### config.mk
export PLATFORM = sky130hd
export DESIGN_NAME = url_percent_decoder_unit
export DESIGN_NICKNAME = d
export VERILOG_FILES = /design/src/rtl/updec_pkg.sv /design/src/rtl/url_percent_decoder_unit.sv
export SDC_FILE = /design/constraint.sdc
export NUM_CORES = 1
export LEC_CHECK = 0
export BUFFER_PORTS_ARGS = -buffer_cell sky130_fd_sc_hd__buf_2
export CAP_MARGIN = 25
export CORE_MARGIN = 2
export CORE_UTILIZATION = 55
export CTS_BUF_LIST = sky130_fd_sc_hd__clkbuf_2
export DETAILED_ROUTE_END_ITERATION = 12
export GPL_TIMING_DRIVEN = 0
export HOLD_SLACK_MARGIN = 0.15
export PLACE_DENSITY = 0.75
export SETUP_SLACK_MARGIN = 0.1
export SLEW_MARGIN = 10
export SYNTH_ARGS = -nofsm -noshare
export SYNTH_HDL_FRONTEND = slang
export SYNTH_SLANG_ARGS = --single-unit
export TNS_END_PERCENT = 5
### constraint.sdc
create_clock -name clk_i -period 6 [get_ports clk_i]
set_clock_uncertainty 0.1 [all_clocks]
set_input_delay 0.6 -clock clk_i [delete_from_list [all_inputs] [get_ports clk_i]]
set_output_delay 0.6 -clock clk_i [all_outputs]
set_load 0.005 [all_outputs]
### src/rtl/updec_pkg.sv
// Shared types, constants and character helpers for the URL percent decoder.
package updec_pkg;

  // Escape introducer and register indexes
  localparam logic [7:0] PctChar     = 8'h25;
  localparam logic       RegRemapFrom = 1'b0;
  localparam logic       RegRemapTo   = 1'b1;

  // What is held between bytes of a string
  typedef enum logic [2:0] {
    HOLD_NONE  = 3'b001,
    HOLD_PCT   = 3'b010,
    HOLD_DIGIT = 3'b100
  } hold_e;

  // 0-9, A-F, a-f
  function automatic logic is_hex(input logic [7:0] c);
    logic dig;
    logic upr;
    logic lwr;
    dig = (c >= 8'h30) && (c <= 8'h39);
    upr = (c >= 8'h41) && (c <= 8'h46);
    lwr = (c >= 8'h61) && (c <= 8'h66);
    return dig || upr || lwr;
  endfunction

  // Nibble value of a hex digit; letters have bit 6 set and low bits 1..6
  function automatic logic [3:0] hex_val(input logic [7:0] c);
    logic [3:0] v;
    v = c[6] ? (c[3:0] + 4'd9) : c[3:0];
    return v;
  endfunction

endpackage

### src/rtl/url_percent_decoder_unit.sv
// URL percent decoder: one byte in per transaction, up to three result bytes out.
//
// Streaming percent decoder. Each input transaction carries one byte and an
// end-of-string flag; "%XY" with two hex digits becomes one decoded byte, any
// other byte passes through, and a pass-through byte equal to remap_from is
// replaced by remap_to. A plain stream runs at one byte per clock while
// out_ready_i is high. A byte that flushes held escape characters produces
// up to three results, and those leave one per cycle from the result shift
// register while out_ready_i is high; the next byte is decoded only as the
// last leaves. Bytes that only extend an escape produce no result. Each byte
// passes the input register, then the result shift register. An input
// register in front of the decode logic takes one more transaction while a result
// waits; once that register is full, in_ready_o stays low until the last waiting
// result leaves. Configuration writes are taken at once and must happen while idle.
module url_percent_decoder_unit (
  input  logic       clk_i,
  input  logic       rst_ni,
  // configuration
  input  logic       cfg_we_i,
  input  logic       cfg_addr_i,
  input  logic [7:0] cfg_wdata_i,
  // input channel
  input  logic       in_valid_i,
  output logic       in_ready_o,
  input  logic [7:0] in_byte_i,
  input  logic       is_final_i,
  // output channel
  output logic       out_valid_o,
  input  logic       out_ready_i,
  output logic [7:0] out_byte_o,
  output logic       run_last_o,
  output logic       string_end_o
);

  import updec_pkg::*;

  // Configuration registers
  logic [7:0] remap_from_q;
  logic [7:0] remap_to_q;

  always_ff @(posedge clk_i or negedge rst_ni) begin
    if (!rst_ni) begin
      remap_from_q <= 8'h00;
      remap_to_q   <= 8'h00;
    end else if (cfg_we_i) begin
      unique case (cfg_addr_i)
        RegRemapFrom: remap_from_q <= cfg_wdata_i;
        RegRemapTo:   remap_to_q   <= cfg_wdata_i;
        default:      remap_from_q <= remap_from_q;
      endcase
    end
  end

  function automatic logic [7:0] pass_byte(input logic [7:0] c, input logic [7:0] from,
                                           input logic [7:0] to);
    return (c == from) ? to : c;
  endfunction

  // Input register
  logic       item_vld_q;
  logic [7:0] item_byte_q;
  logic       item_fin_q;
  logic       item_take;
  logic       grp_free;
  logic       in_fire;

  assign in_ready_o = !item_vld_q || item_take;
  assign in_fire    = in_valid_i && in_ready_o;

  always_ff @(posedge clk_i or negedge rst_ni) begin
    if (!rst_ni) begin
      item_vld_q <= 1'b0;
    end else if (in_fire) begin
      item_vld_q <= 1'b1;
    end else if (item_take) begin
      item_vld_q <= 1'b0;
    end
  end

  always_ff @(posedge clk_i) begin
    if (in_fire) begin
      item_byte_q <= in_byte_i;
      item_fin_q  <= is_final_i;
    end
  end

  // Held escape state
  hold_e      hold_q;
  hold_e      hold_d;
  logic [7:0] held_digit_q;
  logic [7:0] held_digit_d;

  always_ff @(posedge clk_i or negedge rst_ni) begin
    if (!rst_ni) begin
      hold_q       <= HOLD_NONE;
      held_digit_q <= 8'h00;
    end else if (item_take) begin
      hold_q       <= hold_d;
      held_digit_q <= held_digit_d;
    end
  end

  // Decode: prefix of flushed held bytes, then at most one byte of its own
  logic [1:0] np;
  logic       fo;
  logic       fresh_en;
  logic [7:0] fb;
  logic [7:0] pct_p;
  logic [7:0] dig_p;
  logic       b_hex;
  logic [7:0] slot [3];
  logic [1:0] n_res;

  assign b_hex = is_hex(item_byte_q);
  assign pct_p = pass_byte(PctChar, remap_from_q, remap_to_q);
  assign dig_p = pass_byte(held_digit_q, remap_from_q, remap_to_q);

  always_comb begin
    np           = 2'd0;
    fo           = 1'b0;
    fresh_en     = 1'b0;
    fb           = pass_byte(item_byte_q, remap_from_q, remap_to_q);
    hold_d       = hold_q;
    held_digit_d = held_digit_q;
    unique case (hold_q)
      HOLD_PCT: begin
        if (b_hex && !item_fin_q) begin
          hold_d       = HOLD_DIGIT;
          held_digit_d = item_byte_q;
        end else begin
          np       = 2'd1;
          fresh_en = 1'b1;
        end
      end
      HOLD_DIGIT: begin
        if (b_hex) begin
          fo     = 1'b1;
          fb     = {hex_val(held_digit_q), hex_val(item_byte_q)};
          hold_d = HOLD_NONE;
        end else begin
          np       = 2'd2;
          fresh_en = 1'b1;
        end
      end
      default: fresh_en = 1'b1;
    endcase
    // current byte with nothing held
    if (fresh_en) begin
      if ((item_byte_q == PctChar) && !item_fin_q) begin
        hold_d = HOLD_PCT;
      end else begin
        hold_d = HOLD_NONE;
        fo     = 1'b1;
      end
    end
  end

  assign slot[0] = (np == 2'd0) ? fb : pct_p;
  assign slot[1] = (np == 2'd1) ? fb : dig_p;
  assign slot[2] = fb;
  assign n_res   = np + {1'b0, fo};

  // Result shift register: entry 0 is presented, rem_q counts what is left
  logic [7:0] grp_byte_q [3];
  logic [1:0] rem_q;
  logic       grp_fin_q;
  logic       out_fire;

  assign out_fire  = out_valid_o && out_ready_i;
  assign grp_free  = (rem_q == 2'd0) || (out_ready_i && (rem_q == 2'd1));
  assign item_take = item_vld_q && grp_free;

  always_ff @(posedge clk_i or negedge rst_ni) begin
    if (!rst_ni) begin
      rem_q <= 2'd0;
    end else if (item_take) begin
      rem_q <= n_res;
    end else if (out_fire) begin
      rem_q <= rem_q - 2'd1;
    end
  end

  always_ff @(posedge clk_i) begin
    if (item_take) begin
      grp_byte_q[0] <= slot[0];
      grp_byte_q[1] <= slot[1];
      grp_byte_q[2] <= slot[2];
      grp_fin_q     <= item_fin_q;
    end else if (out_fire) begin
      grp_byte_q[0] <= grp_byte_q[1];
      grp_byte_q[1] <= grp_byte_q[2];
    end
  end

  assign out_valid_o  = (rem_q != 2'd0);
  assign out_byte_o   = grp_byte_q[0];
  assign run_last_o   = (rem_q == 2'd1);
  assign string_end_o = run_last_o && grp_fin_q;

  // Checks
  a_end_is_last: assert property (@(posedge clk_i) disable iff (!rst_ni)
    out_valid_o && string_end_o |-> run_last_o)
    else $error("string end flagged on a result that is not the last of its transaction");

  a_final_clears_hold: assert property (@(posedge clk_i) disable iff (!rst_ni)
    item_take && item_fin_q |=> hold_q == HOLD_NONE)
    else $error("escape still held after end of string");

  a_burst_continues: assert property (@(posedge clk_i) disable iff (!rst_ni)
    out_fire && !run_last_o |=> out_valid_o && !in_ready_o || out_valid_o)
    else $error("result burst ended before its last result");

  a_no_take_while_busy: assert property (@(posedge clk_i) disable iff (!rst_ni)
    item_take |-> (rem_q == 2'd0) || (out_fire && run_last_o))
    else $error("new transaction decoded while earlier results remain");

endmodule
==> results of run 1 <==
## report_power, final
part / switching [mW] / leakage (nW) / internal, mW
Clock: 0.147 / 0.0636 / 0.0617
Combinational: 0.234 / 0.796 / 0.228
Sequential: 0.0732 / 0.701 / 0.628
Total: 0.454 / 1.56 / 0.917
## logic make-up (layout without fill, tap and decap cells)
kind of cell / Yosys count / count (layout) / share of synthesized area (%)
AO/OA/AOI/OAI: 46 / 46 / 11.9
adder cells (fa/ha/maj): 7 / 7 / 2.55
XOR/XNOR: 20 / 20 / 5.11
AND/OR/NAND/NOR: 71 / 71 / 12.3
multiplexers: 39 / 39 / 12.4
buffers and inverters: 24 / 84 / 4.01
flip-flops: 64 / 64 / 51.7
## layout by cell type, fill, tap and decap left out, types with 3 or more instances in the layout
cell,netlist,routed
sky130_fd_sc_hd__buf_2,2,36
sky130_fd_sc_hd__edfxtp_1,34,34
sky130_fd_sc_hd__dfrtp_1,29,29
sky130_fd_sc_hd__xnor2_1,19,19
sky130_fd_sc_hd__nand2_1,16,16
sky130_fd_sc_hd__mux2_2,16,16
sky130_fd_sc_hd__mux2i_1,14,14
sky130_fd_sc_hd__nand3_1,14,14
sky130_fd_sc_hd__clkbuf_2,0,14
sky130_fd_sc_hd__buf_4,10,10
sky130_fd_sc_hd__dlygate4sd3_1,0,10
sky130_fd_sc_hd__and2_1,9,9
sky130_fd_sc_hd__mux2_1,8,8
sky130_fd_sc_hd__nand2b_1,7,7
sky130_fd_sc_hd__o21ai_0,7,7
sky130_fd_sc_hd__o221a_2,7,7
sky130_fd_sc_hd__ha_1,7,7
sky130_fd_sc_hd__inv_1,6,6
sky130_fd_sc_hd__o221a_1,6,6
sky130_fd_sc_hd__a21oi_1,5,5
sky130_fd_sc_hd__a221o_1,5,5
sky130_fd_sc_hd__nand4_1,4,4
sky130_fd_sc_hd__o21a_1,3,3
sky130_fd_sc_hd__a21o_1,3,3
sky130_fd_sc_hd__clkbuf_1,3,3
## worst max path at each step
| stage | from | endpoint | slack (ns) | cells past startpoint |
|---|---|---|---|---|
| after floorplan | item_byte_q[1]$_DFFE_PP_ | grp_byte_q[0][1]$_DFFE_PP_ | 3.41 | 8 |
| after global placement | item_byte_q[1]$_DFFE_PP_ | rem_q[0]$_DFFE_PN0P_ | 3.15 | 10 |
| after detailed placement | item_byte_q[1]$_DFFE_PP_ | rem_q[0]$_DFFE_PN0P_ | 3.02 | 10 |
| after CTS | item_byte_q[1]$_DFFE_PP_ | rem_q[0]$_DFFE_PN0P_ | 2.98 | 10 |
| after global routing | item_byte_q[1]$_DFFE_PP_ | rem_q[0]$_DFFE_PN0P_ | 2.85 | 10 |
| final | item_byte_q[1]$_DFFE_PP_ | rem_q[0]$_DFFE_PN0P_ | 3.02 | 10 |
## stage by stage
step	power, mW	util (%)
after floorplan	1.02	-
after global placement	1.14	62.0
after detailed placement	1.17	62.0
after CTS	1.38	64.3
after global routing	1.45	65.0
final	1.37	65.0
## repair_timing
item,CTS,global route
hold endpoints to repair,34,4
setup buffers,0,0
setup endpoints to repair,0,0
hold buffers,6,4
## area by class of cell
cell class | count | area (um^2) | share of cell area (%)
Buffer | 17 | 111 | 2.88
Sequential cell | 64 | 1770 | 45.8
Multi-Input combinational cell | 183 | 1520 | 39.2
Clock inverter | 2 | 8.76 | 0.226
Inverter | 7 | 26.3 | 0.679
Clock buffer | 14 | 70.1 | 1.81
Tap cell | 75 | 93.8 | 2.42
Timing Repair Buffer | 44 | 270 | 6.98
## flip-flops by register name (all words and copies together), names as in the netlist
register      count
item_fin_q        1
item_vld_q        1
grp_fin_q         1
held_digit_q      8
hold_q            3
remap_to_q        8
remap_from_q      8
item_byte_q       8
grp_byte_q       24
rem_q             2
## metal layers
layer / global-route usage [%] / wire length [um] / vias to the layer above
met2: 34.6 / 3390 / 46
li1: - / - / 1131
met3: 4.77 / 288 / 12
met1: 28.5 / 3210 / 1158
met4: 9.54 / 121 / 0
met5: 0 / 0 / -
==> metrics.yaml, run 1 <==
run_status: "finished, final reports clean"
cp.arrival_ns: 3.28
yosysMostFrequentCell: "sky130_fd_sc_hd__edfxtp_1"
cts_root_buffer: "sky130_fd_sc_hd__clkbuf_2"
maxCapViolCount: 0
detailroute.via_count: 2347
crit_fanout: 9
core_area_mm2: 0.00596
synth_ff_type: "sky130_fd_sc_hd__edfxtp_1"
fin_cells: 406
min-delay-path-class: "in2reg"
setup.reg_to_reg.worst_slack_ns: 3.02
global_route_wire_length_before_repair_mm: 11.7
synth_commonest_cells: "sky130_fd_sc_hd__edfxtp_1 (34), sky130_fd_sc_hd__dfrtp_1 (29), sky130_fd_sc_hd__xnor2_1 (19)"
layout_setup_ws_ns: 3.02
hp-start: "in_valid_i"
drtPass1Iterations: 4
clk_latency_ns: 0.51
post_cts_resized: 0
synth_async_sr_flop_share_pct: 46.9
cts_htree_levels: 3
worstReg2RegEnd: "rem_q[0]$_DFFE_PN0P_"
boundaryPins: 35
maximum_number_of_pins_on_one_net_before_global_route_repair: 31
worst-setup-path-type: "reg2reg"
hold_slack_ns: 0.194
wire_per_inst_um: 17.2
synth-edff-count: 34
final_hold_viol_count: 0
tritoncts_clock_tree: "yes"
setup_viol_count_final: 0
finalWirelength_mm: 7.00
timing.critical_path.mode_cell: "sky130_fd_sc_hd__ha_1"
grt_antenna_before_repair: 0
die_h_um: 83.0
setup_total_negative_slack_ns: 0
end_kind: "register"
clock_tree_buffer_depth: 2
via_per_inst: 5.78
initialDrtViolationCount: 144
worst-path-buf-inv: 2
worst_r2r_path_depth: 10
first_global_vias: 2335
worst_ep_required_time_ns: 6.30
hpwl_mm: 5.13
cell_area_after_synthesis_mm2: 0.00343
gp_routability_congestion: 0.801
timing.hold.worst_path_depth: 2
clock_sinks: 64
fillerInstances: 499
critical_path.top_delay_family: "compound AO/OA/AOI/OAI gates"
tritoncts_buffer_count: 9
final_max_slew_viol_count: 0
die_area_mm2: 0.00688
sequential_element_share_of_the_synthesized_area_pct: 51.7
buffer_ports.inserted: 34
postSynthCellCount: 271
syn2layout_area_growth_pct: 12.9
min_delay_worst_endpoint: "item_vld_q$_DFFE_PN0P_"
placedCellCount: 380
unrepaired_setup_endpoints_after_global_routing: "false"
power.ir.vdd_worst_mv: 0.221
ys_top_cells_by_area: "sky130_fd_sc_hd__edfxtp_1 (30%), sky130_fd_sc_hd__dfrtp_1 (21%), sky130_fd_sc_hd__mux2_2 (5.3%), sky130_fd_sc_hd__xnor2_1 (4.9%), sky130_fd_sc_hd__mux2i_1 (4.1%)"
postSynthRegisterBits: 64
drc: 0
start_util_pct: 57.6
slew-limit-headroom_pct: 50.0
reg2reg_from: "item_byte_q[1]$_DFFE_PP_"
fin_area_mm2: 0.00387
power_per_cell_area_mw_per_mm2: 354
cell_row_count: 28
nNetsFinal: 356
syn_avg_cell_area_um2: 12.7
worstSetupStartpointType: "register"
cellLeakagePower_nw: 1.56
post_dp_cell_area_mm2: 0.00369
drive_gt1_share_pct: 29.9
tightest_slew_ns: 0.749
grt_usage_pct: 21.7
period_needed_ns: 2.98
antenna_cells: 0
peak_clock_frequency_supported_by_timing_ghz: 0.335
dp_worst_setup_slack_ns: 3.02
cell_variety_after_synth: 56
synth_top_cell_area_share_pct: 29.8
ys_warn_count: 0
critical_path.slowest_cell: "sky130_fd_sc_hd__edfxtp_1"
horizontal_die_dimension_um: 83.0
detail-route-antenna-nets: 0
globalRouteOverflowTotal: 0
finalCritPeriodShare_pct: 49.7
synth_nets: 301
clock_pin_slew_worst_setup_and_hold_paths_ns: 0.16
critical-path-max-stage-delay_ns: 0.54
crit_chain: "inv_1 > ha_1 > and4bb_4 > a2111oi_1 > nand2_1 > o21ai_4 > inv_2 > ha_1 > o21ai_0 > a31oi_1"
netlist.top_cell.by_area: "sky130_fd_sc_hd__edfxtp_1"
Note: power is estimated with default switching activity, not from simulation.
==> inputs of run 2 (changes only) <==
--- a/config.mk
+++ b/config.mk
@@ -5,6 +5,7 @@
 export SDC_FILE = /design/constraint.sdc
 export NUM_CORES = 1
 export LEC_CHECK = 0
+export ABC_AREA = 1
 export BUFFER_PORTS_ARGS = -buffer_cell sky130_fd_sc_hd__buf_2
 export CAP_MARGIN = 25
 export CORE_MARGIN = 2
@@ -13,7 +14,7 @@
 export DETAILED_ROUTE_END_ITERATION = 12
 export GPL_TIMING_DRIVEN = 0
 export HOLD_SLACK_MARGIN = 0.15
-export PLACE_DENSITY = 0.75
+export PLACE_DENSITY = 0.78
 export SETUP_SLACK_MARGIN = 0.1
 export SLEW_MARGIN = 10
 export SYNTH_ARGS = -nofsm -noshare
==> constraint.sdc (replaced) <==
create_clock -name clk_i -period 2.6 [get_ports clk_i]
set_clock_uncertainty 0.1 [all_clocks]
set_input_delay 0.26 -clock clk_i [delete_from_list [all_inputs] [get_ports clk_i]]
set_output_delay 0.26 -clock clk_i [all_outputs]
set_load 0.005 [all_outputs]
==> metrics.yaml, run 2 <==
sequential_element_share_of_the_synthesized_area_pct: 49.0  # -2.7 points
worst_ep_required_time_ns: 2.91  # -3.39 ns
cts_root_buffer: "sky130_fd_sc_hd__clkbuf_2"
syn_avg_cell_area_um2: 8.41  # -34%
ys_warn_count: 0  # unchanged
tritoncts_buffer_count: 9  # unchanged
antenna_cells: 0  # unchanged
boundaryPins: 35  # unchanged
final_hold_viol_count: 0  # unchanged
worst-setup-path-type: "reg2reg"
finalWirelength_mm: 8.60  # +23%
detail-route-antenna-nets: 0  # unchanged
fin_area_mm2: 0.00435  # +12%
synth_async_sr_flop_share_pct: 46.9  # unchanged
hpwl_mm: 6.02  # +17%
horizontal_die_dimension_um: 85.1  # +2.6%
worstSetupStartpointType: "register"
unrepaired_setup_endpoints_after_global_routing: "true"
run_status: "finished, final reports clean"
setup_viol_count_final: 0  # unchanged
top_register: "grp_byte_q"
setup_total_negative_slack_ns: 0  # unchanged
peak_clock_frequency_supported_by_timing_ghz: 0.406  # +21%
fillerInstances: 509  # +2.0%
power_per_cell_area_mw_per_mm2: 980  # +180%
die_area_mm2: 0.00724  # +5.2%
min-delay-path-class: "in2async"
start_util_pct: 56.9  # -0.64 points
drc: 0  # unchanged
synth-edff-count: 34  # unchanged
maximum_number_of_pins_on_one_net_before_global_route_repair: 31  # unchanged
maxCapViolCount: 0  # unchanged
fin_util_pct: 68.4  # +3.4 points
mostFrequentLayoutCell: "sky130_fd_sc_hd__nand2_1"
cell_row_count: 29  # +3.6%
end_kind: "register"
layout_setup_ws_ns: 0.138  # -2.88 ns
gp_routability_congestion: 0.941  # +17%
grt_antenna_before_repair: 0  # unchanged
first_global_vias: 3095  # +33%
power.ir.vdd_worst_mv: 0.560  # +150%
crit_fanout: 10  # +1
dp_worst_setup_slack_ns: -0.0888  # -3.11 ns
cell_variety_after_synth: 37  # -34%
wire_per_inst_um: 14.5  # -16%
drtPass1Iterations: 5  # +1
clock_sinks: 64  # unchanged
die_h_um: 85.1  # +2.6%
post_dp_cell_area_mm2: 0.00388  # +5.1%
drive_gt1_share_pct: 19.6  # -10 points
final_max_slew_viol_count: 0  # unchanged
initialDrtViolationCount: 234  # +63%
synth_ff_type: "sky130_fd_sc_hd__edfxtp_1"
synth_commonest_cells: "sky130_fd_sc_hd__nand2_1 (132), sky130_fd_sc_hd__nand3_1 (49), sky130_fd_sc_hd__inv_1 (45)"
globalRouteOverflowTotal: 0  # unchanged
via_per_inst: 5.36  # -7.3%
detailroute.via_count: 3174  # +35%
buffer_ports.inserted: 34  # unchanged
report.power.total_mw: 4.26  # +210%
postSynthCellCount: 430  # +59%
grt_usage_pct: 25.5  # +3.9 points
cell_area_after_synthesis_mm2: 0.00361  # +5.4%
largest_register_ffs: 24  # unchanged
synth_top_cell_area_share_pct: 28.2  # -1.5 points
clock_pin_slew_worst_setup_and_hold_paths_ns: 0.17  # about the same
clock_tree_buffer_depth: 2  # unchanged
ys_top_cells_by_area: "sky130_fd_sc_hd__edfxtp_1 (28%), sky130_fd_sc_hd__dfrtp_1 (20%), sky130_fd_sc_hd__nand2_1 (14%), sky130_fd_sc_hd__nand3_1 (6.8%), sky130_fd_sc_hd__inv_1 (4.7%)"
tightest_slew_ns: 0.680  # -0.0692 ns
synth_nets: 460  # +53%
tritoncts_clock_tree: "yes"
cp.arrival_ns: 2.77  # -0.51 ns
multiInputGateArea_mm2: 0.00157  # +3.5%
syn2layout_area_growth_pct: 20.2
slew-limit-headroom_pct: 54.7  # +4.7 points
core_area_mm2: 0.00635  # +6.6%
period_needed_ns: 2.46  # -0.520 ns
mostFrequentLayoutCells: "sky130_fd_sc_hd__nand2_1 (130), sky130_fd_sc_hd__nand3_1 (49), sky130_fd_sc_hd__inv_1 (43)"
nNetsFinal: 540  # +52%
global_route_wire_length_before_repair_mm: 14.5  # +24%
setup.reg_to_reg.worst_slack_ns: 0.14  # -2.88 ns
yosysMostFrequentCell: "sky130_fd_sc_hd__nand2_1"
netlist.top_cell.by_area: "sky130_fd_sc_hd__edfxtp_1"
postSynthRegisterBits: 64  # unchanged
cts_htree_levels: 3  # unchanged
finalCritPeriodShare_pct: 94.7  # +45 points
clk_latency_ns: 0.52  # about the same
total_area_of_sequential_cells_mm2: 0.00177  # unchanged
cellLeakagePower_nw: 2.05  # +31%
==> run 2: cell types whose count changed in the layout (fill, tap and decap cells not counted), moves of 8 or more <==
cell                            previous run  this run
sky130_fd_sc_hd__nand3_1                  14        49
sky130_fd_sc_hd__mux2_2                   16         0
sky130_fd_sc_hd__and2_1                    9         1
sky130_fd_sc_hd__mux2i_1                  14         1
sky130_fd_sc_hd__inv_1                     6        43
sky130_fd_sc_hd__nand2_1                  16       130
sky130_fd_sc_hd__dlygate4sd3_1            10        27
sky130_fd_sc_hd__nor2_1                    2        17
sky130_fd_sc_hd__mux2_1                    8         0
sky130_fd_sc_hd__o21ai_0                   7        27
==> run 2: power breakdown <==
group	switching (mW)	leakage [nW]	total, mW	internal [mW]
logic	1.10	1.27	1.89	0.789
clock network	0.355	0.0757	0.585	0.230
registers	0.239	0.708	1.78	1.54
total	1.70	2.05	4.26	2.56
==> run 2: area by class of cell <==
class,instances,share of cell area (%)
clock buffers,12,1.38
repair buffers,69,11.5
inverters,50,4.46
flip-flops and latches,64,40.8
clock inverters,4,1.04
multi-input cells,300,36.2
well taps,77,2.22
plain buffers,16,2.42
==> run 2: final timing paths <==
| kind | from | cells after the start | to |
|---|---|---|---|
| worst min-delay path | rst_ni | 2 | held_digit_q[6]$_DFFE_PN0P_ |
| min in group clk_i | in_byte_i[3] | 2 | item_byte_q[3]$_DFFE_PP_ |
| worst max-delay path | item_byte_q[0]$_DFFE_PP_ | 16 | rem_q[0]$_DFFE_PN0P_ |
| max in group asynchronous | rst_ni | 2 | rem_q[1]$_DFFE_PN0P_ |
| worst max register to register | item_byte_q[0]$_DFFE_PP_ | 16 | rem_q[0]$_DFFE_PN0P_ |
| worst min register to register | remap_to_q[6]$_DFFE_PN0P_ | 2 | remap_to_q[6]$_DFFE_PN0P_ |
==> run 2: through the flow <==
stage	std cells	hold slack, ns
finish	592	0.185
global route	592	0.240
CTS	589	0.194
detailed placement	541	0.239
global placement	541	0.233
floorplan	430	-0.136
==> run 2: what timing repair did <==
item,CTS,global route
resized for setup,6,4
setup endpoints to repair,2,15
buffers inserted,5,3
pin swaps,1,1
hold buffers,27,0
hold endpoints to repair,57,0
==> run 2: metal layers <==
layer  share of wire (%)  up-vias  track usage, %
li1                    -     1566               -
met2                  49      109            43.0
met1                  43     1476            32.4
met5                   0        -               0
met4                 3.0        0            10.2
met3                 4.9       23            5.06
==> run 2: worst max-delay path, stage by stage (launching register included) <==
cell	delay (ns)
sky130_fd_sc_hd__edfxtp_1	0.47
sky130_fd_sc_hd__inv_2	0.13
sky130_fd_sc_hd__ha_2	0.20
sky130_fd_sc_hd__inv_1	0.04
sky130_fd_sc_hd__nor2_1	0.12
sky130_fd_sc_hd__nor2_2	0.07
sky130_fd_sc_hd__nor2_4	0.13
sky130_fd_sc_hd__nand3_2	0.12
sky130_fd_sc_hd__nand2_4	0.10
sky130_fd_sc_hd__nand2_8	0.06
sky130_fd_sc_hd__clkinv_4	0.08
sky130_fd_sc_hd__nand3b_1	0.07
sky130_fd_sc_hd__o21ai_0	0.09
sky130_fd_sc_hd__inv_1	0.06
sky130_fd_sc_hd__ha_1	0.27
sky130_fd_sc_hd__o21ai_0	0.14
sky130_fd_sc_hd__o21ai_0	0.09
==> run 2: cells by family (layout without fill, tap and decap cells) <==
kind of cell / after synthesis / count (layout) / share of synthesized area (%)
mux: 1 / 1 / 0.277
compound gates: 52 / 52 / 7.82
simple gates: 222 / 222 / 27.8
fa+ha+maj: 7 / 7 / 2.42
xor+xnor: 18 / 18 / 4.36
buf+inv: 66 / 151 / 8.27
flops: 64 / 64 / 49.0
==> inputs of run 3 (changes only) <==
--- a/config.mk
+++ b/config.mk
@@ -9,12 +9,11 @@
 export BUFFER_PORTS_ARGS = -buffer_cell sky130_fd_sc_hd__buf_2
 export CAP_MARGIN = 25
 export CORE_MARGIN = 2
-export CORE_UTILIZATION = 55
+export CORE_UTILIZATION = 40
 export CTS_BUF_LIST = sky130_fd_sc_hd__clkbuf_2
 export DETAILED_ROUTE_END_ITERATION = 12
 export GPL_TIMING_DRIVEN = 0
 export HOLD_SLACK_MARGIN = 0.15
-export PLACE_DENSITY = 0.78
 export SETUP_SLACK_MARGIN = 0.1
 export SLEW_MARGIN = 10
 export SYNTH_ARGS = -nofsm -noshare
==> metrics.yaml, run 3 (synthesized netlist as in run 2, its figures left out) <==
run_status: "finished, final reports clean"
post_dp_cell_area_mm2: 0.00392  # +1.0%
maximum_number_of_pins_on_one_net_before_global_route_repair: 31  # unchanged
peak_clock_frequency_supported_by_timing_ghz: 0.407  # +0.27%
global_route_wire_length_before_repair_mm: 14.6  # +0.52%
core_area_mm2: 0.00876  # +38%
clock_tree_buffer_depth: 2  # unchanged
finalWirelength_mm: 8.41  # -2.2%
clock_sinks: 64  # unchanged
largest_register_ffs: 24  # unchanged
slew-limit-headroom_pct: 54.0  # -0.69 points
syn2layout_area_growth_pct: 20.3  # about the same
drive_gt1_share_pct: 19.1  # -0.47 points
finalCritPeriodShare_pct: 94.4  # -0.26 points
fin_area_mm2: 0.00435  # about the same
start_util_pct: 41.2  # -16 points
wire_per_inst_um: 13.6  # -6.6%
cts_root_buffer: "sky130_fd_sc_hd__clkbuf_2"
buffer_ports.inserted: 34  # unchanged
boundaryPins: 35  # unchanged
antenna_cells: 0  # unchanged
setup_viol_count_final: 0  # unchanged
top_register: "grp_byte_q"
min-delay-path-class: "in2async"
cts_htree_levels: 3  # unchanged
first_global_vias: 2959  # -4.4%
die_area_mm2: 0.00981  # +36%
initialDrtViolationCount: 134  # -43%
crit_fanout: 10  # unchanged
final_max_slew_viol_count: 0  # unchanged
mostFrequentLayoutCell: "sky130_fd_sc_hd__nand2_1"
detail-route-antenna-nets: 0  # unchanged
detailroute.via_count: 3044  # -4.1%
cell_row_count: 34  # +17%
dp_worst_setup_slack_ns: -0.134  # -0.0451 ns
worst_ep_required_time_ns: 2.85  # -0.06 ns
clk_latency_ns: 0.50  # -0.02 ns
worst-setup-path-type: "reg2reg"
die_h_um: 99.1  # +16%
drtPass1Iterations: 4  # -1
tritoncts_buffer_count: 9  # unchanged
power_per_cell_area_mw_per_mm2: 965  # -1.5%
layout_setup_ws_ns: 0.145  # +0.00665 ns
unrepaired_setup_endpoints_after_global_routing: "true"
horizontal_die_dimension_um: 99.1  # +16%
tightest_slew_ns: 0.690  # +0.0104 ns
final_hold_viol_count: 0  # unchanged
power.ir.vdd_worst_mv: 0.390  # -30%
grt_usage_pct: 18.9  # -6.6 points
period_needed_ns: 2.45  # -0.00665 ns
mostFrequentLayoutCells: "sky130_fd_sc_hd__nand2_1 (129), sky130_fd_sc_hd__nand3_1 (49), sky130_fd_sc_hd__inv_1 (43)"
setup_total_negative_slack_ns: 0  # unchanged
cellLeakagePower_nw: 2.03  # -0.91%
globalRouteOverflowTotal: 0  # unchanged
hpwl_mm: 6.19  # +3.0%
worstSetupStartpointType: "register"
grt_antenna_before_repair: 0  # unchanged
via_per_inst: 4.91  # -8.4%
tritoncts_clock_tree: "yes"
nNetsFinal: 537  # -0.56%
maxCapViolCount: 0  # unchanged
gp_routability_congestion: 0.924  # -1.8%
drc: 0  # unchanged
end_kind: "register"
clock_pin_slew_worst_setup_and_hold_paths_ns: 0.18  # about the same
cp.arrival_ns: 2.71  # -0.06 ns
==> run 3: final cells by class <==
| type | instances | area (um^2) |
|---|---|---|
| clock buffer | 12 | 60.1 |
| clock inverter | 4 | 46.3 |
| tap | 108 | 135 |
| multi-input combinational | 300 | 1560 |
| fill | 857 | 4410 |
| inverter | 50 | 194 |
| buffer | 16 | 105 |
| timing repair buffer | 66 | 475 |
| sequential | 64 | 1770 |
==> run 3: layer usage <==
| layer | GRT usage, % | wire (um) | vias up |
|---|---|---|---|
| met3 | 4.82 | 351 | 18 |
| met2 | 29.9 | 3900 | 63 |
| li1 | - | - | 1558 |
| met1 | 25.1 | 3950 | 1405 |
| met5 | 0 | 0 | - |
| met4 | 6.95 | 207 | 0 |
==> run 3: final timing paths <==
path | slack [ns] | endpoint | start | cells after the start
max | 0.15 | rem_q[0]$_DFFE_PN0P_ | item_byte_q[1]$_DFFE_PP_ | 16
min | 0.21 | remap_from_q[4]$_DFFE_PN0P_ | rst_ni | 2
max reg2reg | 0.15 | rem_q[0]$_DFFE_PN0P_ | item_byte_q[1]$_DFFE_PP_ | 16
min reg2reg | 0.40 | rem_q[1]$_DFFE_PN0P_ | rem_q[1]$_DFFE_PN0P_ | 2
max in group asynchronous | 1.73 | rem_q[0]$_DFFE_PN0P_ | rst_ni | 2
min in group clk_i | 0.36 | item_byte_q[0]$_DFFE_PP_ | in_byte_i[0] | 2
==> run 3: timing repair <==
item	in CTS	in global routing
hold buffers	26	0
pin swaps	0	1
setup endpoints to repair	2	10
gates resized for setup	5	3
buffers inserted	4	2
hold endpoints to repair	57	0
==> run 3: stage by stage <==
stage / power [mW] / util [%] / hold WS (ns) / instances
2_1_floorplan: 3.01 / - / -0.136 / 430
3_3_place_gp: 3.46 / 44.7 / 0.236 / 572
3_5_place_dp: 3.52 / 44.7 / 0.243 / 572
4_1_cts: 4.18 / 49.3 / 0.206 / 618
5_1_grt: 4.58 / 49.6 / 0.244 / 620
6_report: 4.20 / 49.6 / 0.212 / 620
==> run 3: report_power, final <==
part           switching [mW]  total (mW)  internal [mW]
combinational            1.08        1.83          0.752
sequential              0.245        1.79           1.54
clock                   0.353       0.584          0.231
total                    1.67        4.20           2.53
==> run 3: critical path: stages, from the launching register on <==
cell	delay, ns
sky130_fd_sc_hd__edfxtp_1	0.45
sky130_fd_sc_hd__inv_2	0.13
sky130_fd_sc_hd__ha_2	0.22
sky130_fd_sc_hd__nand2_1	0.06
sky130_fd_sc_hd__nand2_1	0.05
sky130_fd_sc_hd__nor2_1	0.06
sky130_fd_sc_hd__nor2_4	0.13
sky130_fd_sc_hd__nand2_1	0.09
sky130_fd_sc_hd__nand2_2	0.10
sky130_fd_sc_hd__nand2_4	0.10
sky130_fd_sc_hd__clkinv_4	0.10
sky130_fd_sc_hd__nand3b_1	0.07
sky130_fd_sc_hd__o21ai_0	0.09
sky130_fd_sc_hd__inv_1	0.06
sky130_fd_sc_hd__ha_1	0.27
sky130_fd_sc_hd__o21ai_0	0.14
sky130_fd_sc_hd__o21ai_0	0.09
